[config.mk]
export PLATFORM = sky130hd
export DESIGN_NAME = dlqm_ctrl
export DESIGN_NICKNAME = d
export VERILOG_FILES = /design/src/rtl/dlqm_pkg.sv /design/src/rtl/dlqm_ctrl.sv
export SDC_FILE = /design/constraint.sdc
export NUM_CORES = 1
export LEC_CHECK = 0
export BUFFER_PORTS_ARGS = -buffer_cell sky130_fd_sc_hd__clkbuf_2
export CORE_AREA = 3 3 40 42
export DETAILED_ROUTE_END_ITERATION = 16
export DIE_AREA = 0 0 43 45
export PLACE_DENSITY = 0.37
export SLEW_MARGIN = 20
export SYNTH_ARGS = -nofsm -noshare
export SYNTH_HDL_FRONTEND = slang
export SYNTH_SLANG_ARGS = --single-unit
[constraint.sdc]
create_clock -name clock -period 1.6 [get_ports clock]
set_input_delay 0.32 -clock clock [delete_from_list [all_inputs] [get_ports clock]]
set_output_delay 0.32 -clock clock [all_outputs]
set_load 0.02 [all_outputs]
[src/rtl/dlqm_pkg.sv]
`timescale 1ns / 1ps
// -----------------------------------------------------------------------------
// Doubly linked queue manager package
// Shared field widths, operation codes and controller/datapath interface types.
// -----------------------------------------------------------------------------
package dlqm_pkg;

   localparam int KIND_W           = 3;
   localparam int FIELD_W          = 8;
   localparam int NODE_COUNT_DEF   = 256;

   localparam logic [KIND_W-1:0] KIND_INS_AFTER  = 3'd0;
   localparam logic [KIND_W-1:0] KIND_INS_BEFORE = 3'd1;
   localparam logic [KIND_W-1:0] KIND_DEQ_HEAD   = 3'd2;
   localparam logic [KIND_W-1:0] KIND_DEQ_TAIL   = 3'd3;
   localparam logic [KIND_W-1:0] KIND_UNLINK     = 3'd4;

   // Phase commands from the controller to the datapath.
   typedef struct packed {
      logic clear;
      logic accept;
      logic lookup;
      logic write1;
      logic write2;
      logic respond;
   } dlqm_cmd_type;

   // Status from the datapath back to the controller.
   typedef struct packed {
      logic clear_last;
      logic do_write;
      logic two_writes;
      logic out_busy;
   } dlqm_status_type;

endpackage

[src/rtl/dlqm_ctrl.sv]
`timescale 1ns / 1ps
// -----------------------------------------------------------------------------
// Doubly linked queue manager controller
// Sequences the clearing pass and the lookup, write and respond phases.
// -----------------------------------------------------------------------------
module dlqm_ctrl
   import dlqm_pkg::*;
(
   input  logic            clock,
   input  logic            reset,
   input  logic            req_valid,
   output logic            req_stall,
   input  dlqm_status_type status,
   output dlqm_cmd_type    cmd
);

   typedef enum logic [2:0] {
      ST_CLEAR,
      ST_IDLE,
      ST_LOOKUP,
      ST_WRITE1,
      ST_WRITE2,
      ST_RESPOND
   } state_type;

   state_type state_ff, state_in;
   logic      stall_ff;

   always_comb begin
      state_in = state_ff;
      case (state_ff)
         ST_CLEAR: begin
            if (status.clear_last) state_in = ST_IDLE;
         end
         ST_IDLE: begin
            if (req_valid) state_in = ST_LOOKUP;
         end
         ST_LOOKUP: begin
            state_in = status.do_write ? ST_WRITE1 : ST_RESPOND;
         end
         ST_WRITE1: begin
            state_in = status.two_writes ? ST_WRITE2 : ST_RESPOND;
         end
         ST_WRITE2: begin
            state_in = ST_RESPOND;
         end
         ST_RESPOND: begin
            if (!status.out_busy) state_in = ST_IDLE;
         end
         default: begin
            state_in = ST_IDLE;
         end
      endcase
   end

   always_ff @(posedge clock) begin
      if (reset) begin
         state_ff <= ST_CLEAR;
         stall_ff <= 1'b1;
      end else begin
         state_ff <= state_in;
         stall_ff <= (state_in != ST_IDLE);
      end
   end

   assign req_stall   = stall_ff;
   assign cmd.clear   = (state_ff == ST_CLEAR);
   assign cmd.accept  = (state_ff == ST_IDLE) && req_valid;
   assign cmd.lookup  = (state_ff == ST_LOOKUP);
   assign cmd.write1  = (state_ff == ST_WRITE1);
   assign cmd.write2  = (state_ff == ST_WRITE2);
   assign cmd.respond = (state_ff == ST_RESPOND);

endmodule

---- Word level (Yosys, flattened, before mapping) ----
Index checks and enable logic that the tools add are counted.
word-level totals
  output and inout bits ................... 7
  bits of input ports ..................... 7
  bits in registers ....................... 4
operators by class
  multiplexer cells ....................... 6
  eq/ne operators ......................... 6
  reduce and logical (&&, ||, !) cells .... 2
operators with widths
  cell                                                                      count
  3-bit case mux with 6 select lines                                        1
  3-bit two-way mux                                                         4
  3-bit by 2-bit == test with 1-bit output (second input constant)          2
  3-bit == test (second input constant)                                     2
  3-bit by 1-bit == test with 1-bit output (second input constant)          1
  3-bit logical NOT                                                         1
  3-bit by 1-bit inequality test with 1-bit output (second input constant)  1
  1-bit logical AND                                                         1
  1-bit two-way mux                                                         1

---- Logic depth before layout (Yosys ltp) ----
  depth in word-level cells ............... 3
  mapped depth ............................ 4

---- Worst setup path after synthesis ----
OpenSTA, ideal clock, no wires.
  path type ............................... register -> output
  start ................................... register state_ff[2]
  end ..................................... output cmd[0] (netlist name)
  arrival time ............................ 1.071 ns
  buffers on the path ..................... 1
  path slack .............................. 0.209 ns
  data required time ...................... 1.280 ns
  stages on the path, launching flop included .. 4
  cell sequence ........................... dfxtp_1 -> buf_2 -> inv_1 -> nor3b_1
RTL lines
  element                 RTL line         source
  from (decl)             dlqm_ctrl.sv:26  state_type state_ff, state_in;
  from (signal assigned)  dlqm_ctrl.sv:61  state_ff <= state_in;
  to (decl)               dlqm_ctrl.sv:14  output dlqm_cmd_type cmd

==> results_dict.tcl <==
set metrics [dict create \
    status "finished clean" \
    slew_headroom 0.755 \
    initial_utilization 0.195 \
    grt_pass1_vias 236 \
    cp-start-kind "flip-flop" \
    tns_ns 0 \
    cp.required_ns 1.28 \
    yosys-top-cells-area "dfxtp_1, nor3_1, nand3b_1, nor3b_1, nor2b_1" \
    area_growth_pct 34.0 \
    r2r_end "req_stall$_SDFF_PP1_" \
    drt_wl_total_um 588 \
    dieArea_sq_um 1940 \
    routabilityCongestion 0.725 \
    grt_max_degree 14 \
    fp.dieH_um 45 \
    fp-row-count 13 \
    vias 255 \
    max-cap-violations 0 \
    tightest_slew_ns 0.367 \
    clock_latency_ns 0.23 \
    grt-ovfl-total 0 \
    period_share 0.939 \
    drv_slew 0 \
    synth_top_area_share 0.320 \
    track_usage 0.0708 \
    drive_above_1_share 0.419 \
    grt_pass1_wl_um 1000 \
    synth-async-reset-ratio 0 \
    crit_path_cell_trace "nor3b_1, clkbuf_2" \
    dr.pass1.iters 2 \
    boundaryPins 14 \
    min_path_cells 2 \
    vdd_drop_max_v 0.000388 \
    cts_inserted_buffers 3 \
    slowest_stage "dfxtp_1" \
    arrival_ns 1.18 \
    antenna_cells 0 \
    end_kind "primary output" \
    power_density_nw_per_um2 910 \
    hold_buffers 0 \
    grt_antenna_before_repair 0 \
    holdPathEnd "state_ff[1]$_SDFF_PP0_" \
    finalSetupViolations 0 \
    fmax_mhz 665 \
    post_synth_num_cell_types 19 \
    synth-edff-count 0 \
    hold_viol 0 \
    antenna_left 0 \
    rsz0062_at_grt "no" \
    leakage_nw 0.155 \
    synth_nets 37 \
    skew_ns 0.00567 \
    ys_dominant_reg_cell "dfxtp_1" \
    critPathMaxFanout 13 \
    nFillCells 152 \
    cts_root_buffer "clkbuf_4" \
    yosys_register_bits 4 \
    regToRegStartpoint "state_ff[1]$_SDFF_PP0_" \
    cts_tree "yes" \
    fp.dieW_um 43 \
    synth.avg_cell_area_sq_um 8.34 \
    drc 0 \
    critPathKind "reg -> out" \
    critPathTopFamily "flip-flops" \
    wl_per_cell_um 10.1 \
    min_period_ns 1.50 \
    numPortBuffers 13 \
    htreeDepth 1 \
    yosysWarningCount 0 \
    worst_path_largest_cell_delay_ns 0.53 \
    cts_sinks 4 \
    vias_per_cell 4.40 \
    reg2regPathDepth 1 \
    cts_setup_buffers 0 \
    clock_tree.buffer_depth 2 \
    core_area_sq_um 1280 \
    crit_buf_inv 1 \
    final_cell_mix "clkbuf_2, nor3_1, clkbuf_4" \
    clk_pin_slew_worst_paths_ns 0.04 \
    ys_seq_area_frac 0.320 \
    drt_first_iter_violations 3 \
    syn_area_sq_um 250 \
    hold_slack_ns 0.324 \
    min_from "reset" \
    hold_path.class "in -> reg" \
    yosysTopAreaCell "dfxtp_1" \
    r2r_slack_ns 0.62 \
    syn_inst 30 \
    fin_nets 52 \
    final_common_cell "clkbuf_2" \
]
==> layout make-up <==
class	count	area, sq um	share of cell area
sequential	4	82.6	0.246
multi-input combinational	21	139	0.414
tap	15	18.8	0.0560
timing repair buffer	13	65.1	0.194
inverter	2	7.51	0.0224
clock buffer	3	22.5	0.0672
==> flip-flops by register name, indices dropped and copies added, names as in the netlist <==
register and cells:
state_ff 3, req_stall 1
==> stage by stage <==
stage / utilization / setup WS [ns] / area (sq um) / std cells / power (mW)
2_1_floorplan: - / 0.209 / 250 / 30 / 0.164
3_3_place_gp: 0.241 / 0.298 / 310 / 55 / 0.181
3_5_place_dp: 0.241 / 0.258 / 310 / 55 / 0.181
4_1_cts: 0.260 / 0.0932 / 334 / 58 / 0.311
5_1_grt: 0.261 / 0.00241 / 335 / 58 / 0.324
6_report: 0.261 / 0.0971 / 335 / 58 / 0.305
==> worst max-delay path by stage <==
stage | from | slack, ns | endpoint | cells after the start
after floorplan | state_ff[2]$_SDFF_PP0_ | 0.21 | cmd[0] | 3
after global placement | state_ff[2]$_SDFF_PP0_ | 0.30 | cmd[0] | 3
after detailed placement | state_ff[2]$_SDFF_PP0_ | 0.26 | cmd[0] | 3
after CTS | state_ff[1]$_SDFF_PP0_ | 0.09 | cmd[3] | 2
after global routing | state_ff[1]$_SDFF_PP0_ | 0.002 | cmd[3] | 2
final | state_ff[1]$_SDFF_PP0_ | 0.1 | cmd[3] | 2
==> what timing repair did <==
action,CTS,global route
endpoints found under the setup margin,1,1
gates cloned,0,0
resized for setup,1,1
==> per-layer routing <==
layer | vias to the layer above | part of all wire | wire length (um) | track usage
met4 | 0 | 0 | 0 | 0
met2 | 10 | 0.39 | 231 | 0.102
met3 | 0 | 0.11 | 65 | 0.0717
met1 | 109 | 0.49 | 291 | 0.0795
li1 | 136 | - | - | -
met5 | - | 0 | 0 | 0
==> cells in the mapped netlist, types with 2 or more instances <==
library cell	number
dfxtp_1	4
nor3_1	3
a21oi_1	2
inv_1	2
nand3b_1	2
nor2_1	2
nor2b_1	2
nor3b_1	2
==> logic make-up after synthesis <==
kind of cell / synth area share
and+or+nand+nor: 0.310
AOI/OAI and AO/OA: 0.205
muxes: 0.0400
DFF: 0.320
buffers and inverters: 0.125
==> where the power goes <==
group / internal (mW) / leakage, nW / switching [mW]
logic: 0.0266 / 0.107 / 0.0307
registers: 0.108 / 0.0337 / 0.0131
clock network: 0.0840 / 0.0138 / 0.0422
total: 0.219 / 0.155 / 0.0860
(Power assumes the default switching activity.)
